`src/hdl/rmsn_pkg.sv`:
```
// Shared constants, codes and types of the RMS normalizer.
`timescale 1ns / 1ps

package rmsn_pkg;

	// Field and state widths.
	localparam int SAMPLE_W = 16;
	localparam int SUM_W = 44;
	localparam int SCALE_W = 25;
	localparam int LEN_W = 13;
	localparam int EPS_W = 16;
	localparam int MAX_LEN = 4096;
	localparam int EPS_RESET = 168;

	// Configuration port.
	localparam int CFG_IDX_W = 2;
	localparam int CFG_DATA_W = 16;
	localparam logic [CFG_IDX_W-1:0] REG_VECTOR_LENGTH = 2'd0;
	localparam logic [CFG_IDX_W-1:0] REG_EPSILON = 2'd1;

	// Shared multiplier.
	localparam int MUL_A_W = 32;
	localparam int MUL_B_W = 26;
	localparam int PROD_W = MUL_A_W + MUL_B_W;
	localparam int SQ_W = 31;
	localparam int RND_SHIFT = 30;

	// Shared compare-subtract unit and its sequencer.
	localparam int REM_W = 46;
	localparam int WORK_W = 58;
	localparam int ROOT_W = 29;
	localparam int CNT_W = 6;
	localparam int DIV1_STEPS = SUM_W;
	localparam int DIV2_STEPS = 57;
	localparam int SQRT_STEPS = ROOT_W;

	typedef struct packed {
		logic start;
		logic [SUM_W-1:0] sum;
		logic [LEN_W-1:0] len;
		logic [EPS_W-1:0] eps;
	} scale_req_t;

	typedef struct packed {
		logic busy;
		logic [SCALE_W-1:0] scale;
	} scale_sts_t;

endpackage

```
`src/hdl/rmsn_cmpsub.sv`:
```
// Compare-subtract unit shared by both divisions and the square root.
`timescale 1ns / 1ps

module rmsn_cmpsub import rmsn_pkg::*; (
	input  logic [REM_W-1:0] t,
	input  logic [REM_W-1:0] d,
	output logic             ge,
	output logic [REM_W-1:0] diff
);

	logic [REM_W:0] sub;

	assign sub = {1'b0, t} - {1'b0, d};
	assign ge = ~sub[REM_W];
	assign diff = sub[REM_W-1:0];

endmodule

```
`src/hdl/rmsn_mul.sv`:
```
// Registered signed multiplier used for squares and for the output products.
`timescale 1ns / 1ps

module rmsn_mul import rmsn_pkg::*; (
	input  logic                      clk,
	input  logic                      en,
	input  logic signed [MUL_A_W-1:0] a,
	input  logic signed [MUL_B_W-1:0] b,
	output logic signed [PROD_W-1:0]  prod_q
);

	always_ff @(posedge clk) begin
		if (en) begin
			prod_q <= a * b;
		end
	end

endmodule

```
`src/hdl/rmsn_scale.sv`:
```
// Sequencer that turns the square sum into the scale with one compare-subtract unit.
`timescale 1ns / 1ps

module rmsn_scale import rmsn_pkg::*; (
	input  logic       clk,
	input  logic       arst_n,
	input  scale_req_t req,
	output scale_sts_t sts
);

	typedef enum logic [4:0] {
		SC_IDLE = 5'b00001,
		SC_DIV1 = 5'b00010,
		SC_ADD  = 5'b00100,
		SC_DIV2 = 5'b01000,
		SC_SQRT = 5'b10000
	} sc_state_t;

	sc_state_t          state_q;
	logic [CNT_W-1:0]   cnt_q;
	logic [SCALE_W-1:0] scale_q;
	logic [WORK_W-1:0]  work_q;
	logic [REM_W-1:0]   rem_q;
	logic [REM_W-1:0]   den_q;
	logic [ROOT_W-1:0]  root_q;
	logic [EPS_W-1:0]   eps_q;

	logic [LEN_W-1:0]   len_eff;
	logic [REM_W-1:0]   t;
	logic [REM_W-1:0]   d;
	logic               ge;
	logic [REM_W-1:0]   diff;
	logic [REM_W-1:0]   rem_next;
	logic [SUM_W:0]     v_sum;
	logic [ROOT_W-1:0]  root_next;
	logic               is_sqrt;

	// The divisor is the length clamped into one through the maximum length.
	always_comb begin
		if (req.len == '0) begin
			len_eff = LEN_W'(1);
		end else if (req.len > LEN_W'(MAX_LEN)) begin
			len_eff = LEN_W'(MAX_LEN);
		end else begin
			len_eff = req.len;
		end
	end

	assign is_sqrt = (state_q == SC_SQRT);

	// Division brings in one dividend bit a step, the square root two bits.
	always_comb begin
		if (is_sqrt) begin
			t = {rem_q[REM_W-3:0], work_q[WORK_W-1 -: 2]};
			d = REM_W'({root_q, 2'b01});
		end else begin
			t = {rem_q[REM_W-2:0], work_q[WORK_W-1]};
			d = den_q;
		end
	end

	rmsn_cmpsub u_cmpsub (
		.t    (t),
		.d    (d),
		.ge   (ge),
		.diff (diff)
	);

	assign rem_next = ge ? diff : t;
	assign v_sum = {1'b0, work_q[SUM_W-1:0]} + (SUM_W + 1)'(eps_q);
	assign root_next = {root_q[ROOT_W-2:0], ge};

	always_ff @(posedge clk or negedge arst_n) begin
		if (!arst_n) begin
			state_q <= SC_IDLE;
			cnt_q <= '0;
			scale_q <= '0;
		end else begin
			case (state_q)
				SC_IDLE: begin
					if (req.start) begin
						state_q <= SC_DIV1;
						cnt_q <= CNT_W'(DIV1_STEPS - 1);
					end
				end
				SC_DIV1: begin
					cnt_q <= cnt_q - 1'b1;
					if (cnt_q == '0) begin
						state_q <= SC_ADD;
					end
				end
				SC_ADD: begin
					if (v_sum == '0) begin
						scale_q <= '1;
						state_q <= SC_IDLE;
					end else begin
						state_q <= SC_DIV2;
						cnt_q <= CNT_W'(DIV2_STEPS - 1);
					end
				end
				SC_DIV2: begin
					cnt_q <= cnt_q - 1'b1;
					if (cnt_q == '0) begin
						state_q <= SC_SQRT;
						cnt_q <= CNT_W'(SQRT_STEPS - 1);
					end
				end
				SC_SQRT: begin
					cnt_q <= cnt_q - 1'b1;
					if (cnt_q == '0) begin
						state_q <= SC_IDLE;
						if (|root_next[ROOT_W-1:SCALE_W]) begin
							scale_q <= '1;
						end else begin
							scale_q <= root_next[SCALE_W-1:0];
						end
					end
				end
				default: begin
					state_q <= SC_IDLE;
				end
			endcase
		end
	end

	always_ff @(posedge clk) begin
		case (state_q)
			SC_IDLE: begin
				if (req.start) begin
					work_q <= {req.sum, (WORK_W - SUM_W)'(0)};
					rem_q <= '0;
					den_q <= REM_W'(len_eff);
					eps_q <= req.eps;
				end
			end
			SC_DIV1: begin
				rem_q <= rem_next;
				work_q <= {work_q[WORK_W-2:0], ge};
			end
			SC_ADD: begin
				// Dividend two to the 56th, fed in from the top bit over 57 steps.
				den_q <= REM_W'(v_sum);
				work_q <= {1'b1, (WORK_W - 1)'(0)};
				rem_q <= '0;
			end
			SC_DIV2: begin
				rem_q <= rem_next;
				if (cnt_q == '0) begin
					work_q <= {1'b0, work_q[WORK_W-3:0], ge};
					rem_q <= '0;
					root_q <= '0;
				end else begin
					work_q <= {work_q[WORK_W-2:0], ge};
				end
			end
			SC_SQRT: begin
				rem_q <= rem_next;
				root_q <= root_next;
				work_q <= {work_q[WORK_W-3:0], 2'b00};
			end
			default: begin
				rem_q <= rem_q;
			end
		endcase
	end

	assign sts.busy = (state_q != SC_IDLE);
	assign sts.scale = scale_q;

endmodule

```
`src/hdl/rms_normalizer_top.sv`:
```
// Top level of the RMS normalizer: handshakes, accumulator, output rounding and control.
`timescale 1ns / 1ps

// Channel   Signals                                           Direction
// item      item_valid, item_stall, func, sample, weight,     in (stall out)
//           last
// result    result_valid, result_stall, out_value, out_last,  out (stall in)
//           saturated
// cfg       cfg_valid, cfg_ready, cfg_index, cfg_data         in (ready out)
//
// An item with func 0 passes through a multiply state and an accumulate state before the
// next item can transfer, and an item with func 1 through two multiply states and a rounding
// state; the shared multiplier is used once for a square and twice for sample times weight times scale.
// An item with func 0 and last set holds the item channel until the scale is done:
// the scale comes from two restoring divisions (44 and 57 steps), one add step and
// a 29-step square root; the divisions and the root run through one compare-subtract unit.
// After reset the vector length is 4096, epsilon is 168, the sum and the scale are zero.
// The result register parts the two sides, so a stalled result holds back only the next
// func 1 item at its rounding step. Configuration transfers are taken only when idle.

module rms_normalizer_top import rmsn_pkg::*; (
	input  logic                       clk,
	input  logic                       arst_n,
	input  logic                       item_valid,
	output logic                       item_stall,
	input  logic                       func,
	input  logic signed [SAMPLE_W-1:0] sample,
	input  logic signed [SAMPLE_W-1:0] weight,
	input  logic                       last,
	output logic                       result_valid,
	input  logic                       result_stall,
	output logic signed [SAMPLE_W-1:0] out_value,
	output logic                       out_last,
	output logic                       saturated,
	input  logic                       cfg_valid,
	output logic                       cfg_ready,
	input  logic [CFG_IDX_W-1:0]       cfg_index,
	input  logic [CFG_DATA_W-1:0]      cfg_data
);

	typedef enum logic [5:0] {
		ST_IDLE  = 6'b000001,
		ST_MUL1  = 6'b000010,
		ST_MUL2  = 6'b000100,
		ST_ROUND = 6'b001000,
		ST_ACC   = 6'b010000,
		ST_SCALE = 6'b100000
	} state_t;

	state_t                     state_q;
	logic [LEN_W-1:0]           len_q;
	logic [EPS_W-1:0]           eps_q;
	logic [SUM_W-1:0]           sum_q;
	logic                       func_q;
	logic signed [SAMPLE_W-1:0] sample_q;
	logic signed [SAMPLE_W-1:0] weight_q;
	logic                       last_q;
	logic                       result_valid_q;
	logic signed [SAMPLE_W-1:0] out_value_q;
	logic                       out_last_q;
	logic                       saturated_q;

	logic                       item_take;
	logic                       mul_en;
	logic signed [MUL_A_W-1:0]  mul_a;
	logic signed [MUL_B_W-1:0]  mul_b;
	logic signed [PROD_W-1:0]   prod_q;
	logic [SUM_W:0]             sum_add;
	logic [SUM_W-1:0]           sum_next;
	logic signed [PROD_W-1:0]   rnd;
	logic signed [PROD_W-1:0]   rnd_shift;
	logic [PROD_W-RND_SHIFT-1:0] q_full;
	logic                       q_over;
	logic signed [SAMPLE_W-1:0] q_value;
	logic                       out_load;
	scale_req_t                 req;
	scale_sts_t                 sts;

	assign item_stall = (state_q != ST_IDLE);
	assign item_take = item_valid && !item_stall;
	assign cfg_ready = (state_q == ST_IDLE);

	// First product is the square or sample times weight; the second multiplies it by the scale.
	always_comb begin
		mul_en = (state_q == ST_MUL1) || (state_q == ST_MUL2);
		if (state_q == ST_MUL2) begin
			mul_a = $signed(prod_q[MUL_A_W-1:0]);
			mul_b = $signed({1'b0, sts.scale});
		end else begin
			mul_a = MUL_A_W'(sample_q);
			mul_b = func_q ? MUL_B_W'(weight_q) : MUL_B_W'(sample_q);
		end
	end

	rmsn_mul u_mul (
		.clk    (clk),
		.en     (mul_en),
		.a      (mul_a),
		.b      (mul_b),
		.prod_q (prod_q)
	);

	// The square sum sticks at its maximum instead of wrapping.
	assign sum_add = {1'b0, sum_q} + (SUM_W + 1)'(prod_q[SQ_W-1:0]);
	assign sum_next = sum_add[SUM_W] ? '1 : sum_add[SUM_W-1:0];

	assign req.start = (state_q == ST_ACC) && last_q;
	assign req.sum = sum_next;
	assign req.len = len_q;
	assign req.eps = eps_q;

	rmsn_scale u_scale (
		.clk    (clk),
		.arst_n (arst_n),
		.req    (req),
		.sts    (sts)
	);

	// Adding one half and flooring rounds halves toward plus infinity; the arithmetic
	// shift floors negative values too.
	assign rnd = prod_q + (PROD_W'(1) <<< (RND_SHIFT - 1));
	assign rnd_shift = rnd >>> RND_SHIFT;
	assign q_full = rnd_shift[PROD_W-RND_SHIFT-1:0];
	assign q_over = (q_full[PROD_W-RND_SHIFT-1:SAMPLE_W-1] != '0) &&
		(q_full[PROD_W-RND_SHIFT-1:SAMPLE_W-1] != '1);

	always_comb begin
		if (!q_over) begin
			q_value = $signed(q_full[SAMPLE_W-1:0]);
		end else if (q_full[PROD_W-RND_SHIFT-1]) begin
			q_value = $signed({1'b1, (SAMPLE_W - 1)'(0)});
		end else begin
			q_value = $signed({1'b0, {(SAMPLE_W - 1){1'b1}}});
		end
	end

	assign out_load = (state_q == ST_ROUND) && (!result_valid_q || !result_stall);

	always_ff @(posedge clk or negedge arst_n) begin
		if (!arst_n) begin
			state_q <= ST_IDLE;
			len_q <= LEN_W'(MAX_LEN);
			eps_q <= EPS_W'(EPS_RESET);
			sum_q <= '0;
			result_valid_q <= 1'b0;
		end else begin
			if (cfg_valid && cfg_ready) begin
				case (cfg_index)
					REG_VECTOR_LENGTH: len_q <= cfg_data[LEN_W-1:0];
					REG_EPSILON: eps_q <= cfg_data[EPS_W-1:0];
					default: len_q <= len_q;
				endcase
			end

			if (out_load) begin
				result_valid_q <= 1'b1;
			end else if (result_valid_q && !result_stall) begin
				result_valid_q <= 1'b0;
			end

			case (state_q)
				ST_IDLE: begin
					if (item_take) begin
						state_q <= ST_MUL1;
					end
				end
				ST_MUL1: begin
					state_q <= func_q ? ST_MUL2 : ST_ACC;
				end
				ST_MUL2: begin
					state_q <= ST_ROUND;
				end
				ST_ROUND: begin
					if (out_load) begin
						state_q <= ST_IDLE;
					end
				end
				ST_ACC: begin
					if (last_q) begin
						sum_q <= '0;
						state_q <= ST_SCALE;
					end else begin
						sum_q <= sum_next;
						state_q <= ST_IDLE;
					end
				end
				ST_SCALE: begin
					if (!sts.busy) begin
						state_q <= ST_IDLE;
					end
				end
				default: begin
					state_q <= ST_IDLE;
				end
			endcase
		end
	end

	always_ff @(posedge clk) begin
		if (item_take) begin
			func_q <= func;
			sample_q <= sample;
			weight_q <= weight;
			last_q <= last;
		end
		if (out_load) begin
			out_value_q <= q_value;
			out_last_q <= last_q;
			saturated_q <= q_over;
		end
	end

	assign result_valid = result_valid_q;
	assign out_value = out_value_q;
	assign out_last = out_last_q;
	assign saturated = saturated_q;

	// A finished product reaches the result register once it is free.
	a_round_loads: assert property (@(posedge clk) disable iff (!arst_n)
		out_load |=> result_valid)
		else $error("rounded result did not reach the result register");

	// The final square of a pass starts the scale sequencer and clears the sum.
	a_last_starts_scale: assert property (@(posedge clk) disable iff (!arst_n)
		(state_q == ST_ACC && last_q) |=> (sts.busy && sum_q == '0))
		else $error("end of pass did not start the scale computation");

	// Configuration is never taken while the scale is being computed.
	a_cfg_quiet: assert property (@(posedge clk) disable iff (!arst_n)
		cfg_ready |-> !sts.busy)
		else $error("configuration port open during scale computation");

	// No new item enters while the scale sequencer runs.
	a_no_item_busy: assert property (@(posedge clk) disable iff (!arst_n)
		sts.busy |-> item_stall)
		else $error("item channel open during scale computation");

endmodule
```
`config.mk`:
```
export PLATFORM = sky130hd
export DESIGN_NAME = rms_normalizer_top
export DESIGN_NICKNAME = d
export VERILOG_FILES = /design/src/hdl/rmsn_pkg.sv /design/src/hdl/rmsn_cmpsub.sv /design/src/hdl/rmsn_mul.sv /design/src/hdl/rmsn_scale.sv /design/src/hdl/rms_normalizer_top.sv
export SDC_FILE = /design/constraint.sdc
export NUM_CORES = 2
export LEC_CHECK = 0
export ABC_CLOCK_PERIOD_IN_PS = 8300
export BUFFER_PORTS_ARGS = -buffer_cell sky130_fd_sc_hd__buf_2
export CAP_MARGIN = 0
export CORE_MARGIN = 2
export CORE_UTILIZATION = 50
export CTS_CLUSTER_DIAMETER = 50
export DETAILED_ROUTE_END_ITERATION = 7
export HOLD_SLACK_MARGIN = 0.15
export PLACE_DENSITY = 0.68
export SLEW_MARGIN = 20
export SYNTH_ARGS = -nofsm -noshare
export SYNTH_HDL_FRONTEND = slang
export SYNTH_SLANG_ARGS = --single-unit
```
`constraint.sdc`:
```
create_clock -name clk -period 8.3 [get_ports clk]
set_input_delay 0.415 -clock clk [delete_from_list [all_inputs] [get_ports clk]]
set_output_delay 0.415 -clock clk [all_outputs]
set_load 0.02 [all_outputs]
```
==> key figures <==
STA
  • Final setup margin: -0.131 ns
  • Period utilisation layout: 102%
  • Setup-failing EPs final: 9
  • Slew headroom: 33.3%
  • Peak Freq: 0.119 GHz
  • Final Hold Violating Endpoints: 0
  • Max Slew Vio Count: 0
  • Fin Clk Skew: 0.0460 ns
  • Worst Tran Pin Value: 1.00 ns
  • Fin crit period: 8.43 ns
  • Setup repair after global routing missed its margin: true

Placement
  • Post-DP HPWL: 137000 µm
  • Dpl ws: -1.04 ns
  • IO buf count: 77
  • Placed cells: 7426
  • Placer Congestion: 1.04
  • Dpl cell area: 59000 µm²

Critical path
  • Critical Path RT: 8.71 ns
  • Worst setup EP type: flip-flop
  • Crit path top cell by count: fa_1
  • Crit-path slowest cell: fa_1
  • Largest stage delay on the critical path: 0.59 ns
  • CP startpoint kind: flip-flop
  • Data arrival, critical path: 8.84 ns
  • CP Class: flip-flop to flip-flop
  • Max FO, Critical Path: 7

Clocking
  • CTS H-tree depth: 2
  • CTS tree: built
  • Clock latency on the worst-skew pair: 0.69 ns
  • Clock buffer depth: 3
  • CTS Buf Count: 61
  • Sink Count: 419
  • Clk root buf: clkbuf_16
  • Clock slew at reported path FFs: 0.06 ns

Status
  • Status: finished with violations
  • Failing checks: negative setup slack

Cells and area
  • Nets: 7417
  • Area grow syn2layout: 21.1%
  • Antenna cells: 0
  • Share of post-route cells with drive strength above 1: 18.6%
  • Post-route cell area: 64100 µm²
  • Post-Layout Cell Count: 7695

Synth
  • Synth Instances: 5653
  • Post-synth cell types: 90
  • Register area share after synthesis: 22.7%
  • Post-Syn Nets: 6819
  • Ys async rst share: 27.7%
  • Syn_area_per_cell: 9.36 µm²
  • Dominant cells by area after synthesis: fa_1, edfxtp_1, inv_1
  • Seq cells post-synth: 419
  • Yosys Warn Count: 0
  • Netlist Area Pre-Place: 52900 µm²
  • Synth Flop Type: edfxtp_1
  • Post-synth EDFFs: 303
  • Area leader, netlist: fa_1
  • Share of the synthesized area in the top cell type: 32.4%

Detailed routing
  • Antenna viol nets, final: 0
  • Vias/cell: 5.63
  • Via Count: 43313
  • Initial DRC Count: 3981
  • Wirelength per Cell: 22.1 µm
  • Metal2 WL: 76600 µm
  • Iteration count of the initial detailed-routing pass: 6
  • Final WL: 170000 µm
  • Metal3 WL: 15500 µm
  • DRT met1 WL: 70200 µm
  • # DRC: 0
  • Top Layer Used: met5

Floorplan
  • I/O pins: 78
  • Die height: 329 µm
  • Initial Util: 50.4%
  • Core area: 105000 µm²
  • Die W: 329 µm
  • Die ar.: 108000 µm²
  • # rows: 119

Min path
  • Hold WC Path Type: input port to flip-flop

Global routing
  • GR Overflow Total: 0
  • Initial antenna violation count: 3
  • Vias in the first global route: 44280
  • First-pass GRT wire length: 259000 µm
  • Largest net degree at the start of global routing: 70
  • Gr usage total: 31.6%

Job
  • Max-cap viol count: 0
==> kinds of logic (layout without fill, tap and decap cells) <==
| logic type | count (synthesis) | in the layout | share of synthesized area (%) |
|---|---|---|---|
| and+or+nand+nor | 1799 | 1799 | 14.8 |
| buffers and inverters | 1185 | 1836 | 8.45 |
| adders and majority gates | 1110 | 1110 | 38.4 |
| AOI/OAI and AO/OA | 847 | 847 | 10.5 |
| DFF | 419 | 419 | 22.7 |
| xor gates and xnor gates | 186 | 186 | 3.08 |
| muxes | 107 | 107 | 2.10 |
==> timing repair <==
action                                  CTS  global route
buffers inserted                         60            42
endpoints found under the hold margin   119             0
pin swaps                                78           124
resized for setup                       168           188
endpoints found under the setup margin   23            31
cloned                                    3             3
hold buffers                             53             0
==> cells in the final DEF, fill, tap and decap left out, drive strengths merged, types with 76 or more instances in the layout <==
| cell type | n |
|---|---|
| mux2i | 76 |
| edfxtp | 303 |
| buf | 744 |
| dfrtp | 110 |
| ha | 252 |
| inv | 939 |
| nor2 | 533 |
| a21o | 112 |
| clkbuf | 81 |
| o21ai | 145 |
| nand2 | 829 |
| a21oi | 281 |
| fa | 857 |
| xnor2 | 119 |
==> metrics by stage <==
stage	utilization [%]	TNS [ns]	hold slack, ns
5_1_grt	61.0	-4.44	0.281
3_5_place_dp	56.2	-8.30	0.425
2_1_floorplan	-	0	0.119
3_3_place_gp	56.2	-7.48	0.421
4_1_cts	59.9	-0.487	0.197
6_report	61.0	-0.717	0.236
==> flip-flops by register name (all words and copies together) (netlist names) <==
register         count
saturated            1
sum_q               44
u_mul.prod_q        58
result_valid         1
sample_q            16
u_scale.rem_q       45
last_q               1
u_scale.cnt_q        6
len_q               13
out_value           16
u_scale.state_q      5
u_scale.eps_q       16
u_scale.work_q      58
eps_q               16
func_q               1
state_q              6
u_scale.scale_q     25
weight_q            16
out_last             1
u_scale.root_q      29
u_scale.den_q       45
==> final cells by class <==
type                            count  area [µm²]
Clock buffer                       78        1620
Inverter                          919        3450
Sequential cell                   419       12000
Tap cell                         1391        1740
Timing Repair Buffer              801        7060
Fill cell                        8802       41000
Multi-Input combinational cell   4049       37800
Clock inverter                     38         403
==> worst paths after layout <==
kind                                        to  depth (start not counted)  slack, ns    startpoint
setup / recovery              u_mul.prod_q[46]                         35      -0.13    state_q[1]
hold / removal                        len_q[0]                          4       0.24  cfg_index[1]
setup reg to reg              u_mul.prod_q[46]                         35      -0.13    state_q[1]
hold reg to reg              u_scale.eps_q[12]                          0       0.43     eps_q[12]
max in group asynchronous  u_scale.scale_q[12]                          3       6.61        arst_n
min in group asynchronous             len_q[1]                          2       0.36        arst_n
==> routing by layer <==
layer / track usage [%] / vias up
li1: - / 19411
met1: 43.5 / 21749
met2: 49.0 / 1784
met3: 7.44 / 365
met4: 11.7 / 4
met5: 0 / -
==> critical path: cells and delay by family (launching register included) <==
| family | cells | cell delay (ns) |
|---|---|---|
| flops | 1 | 0.41 |
| compound gates | 6 | 0.86 |
| simple gates | 8 | 1.42 |
| xor+xnor | 1 | 0.11 |
| buf+inv | 12 | 1.54 |
| fa+ha+maj | 8 | 3.79 |
==> synthesized netlist by cell type, drive strengths merged (21+ instances only) <==
master	count
inv	919
fa	857
nand2	829
nor2	533
edfxtp	303
a21oi	281
ha	252
clkbuf	245
o21ai	145
xnor2	119
a21o	112
dfrtp	110
mux2i	76
nand3	70
and2	69
xor2	67
nor3	49
and3	45
a31oi	38
nand2b	33
mux2	31
a211oi	28
or3	28
nand4	26
o22a	26
a221o	25
nor2b	24
o21a	24
nor4	23
buf	21
Power is left out: the tool's default activity adds up to more than one toggle a clock period on the data nets, which glitch-free logic cannot reach.
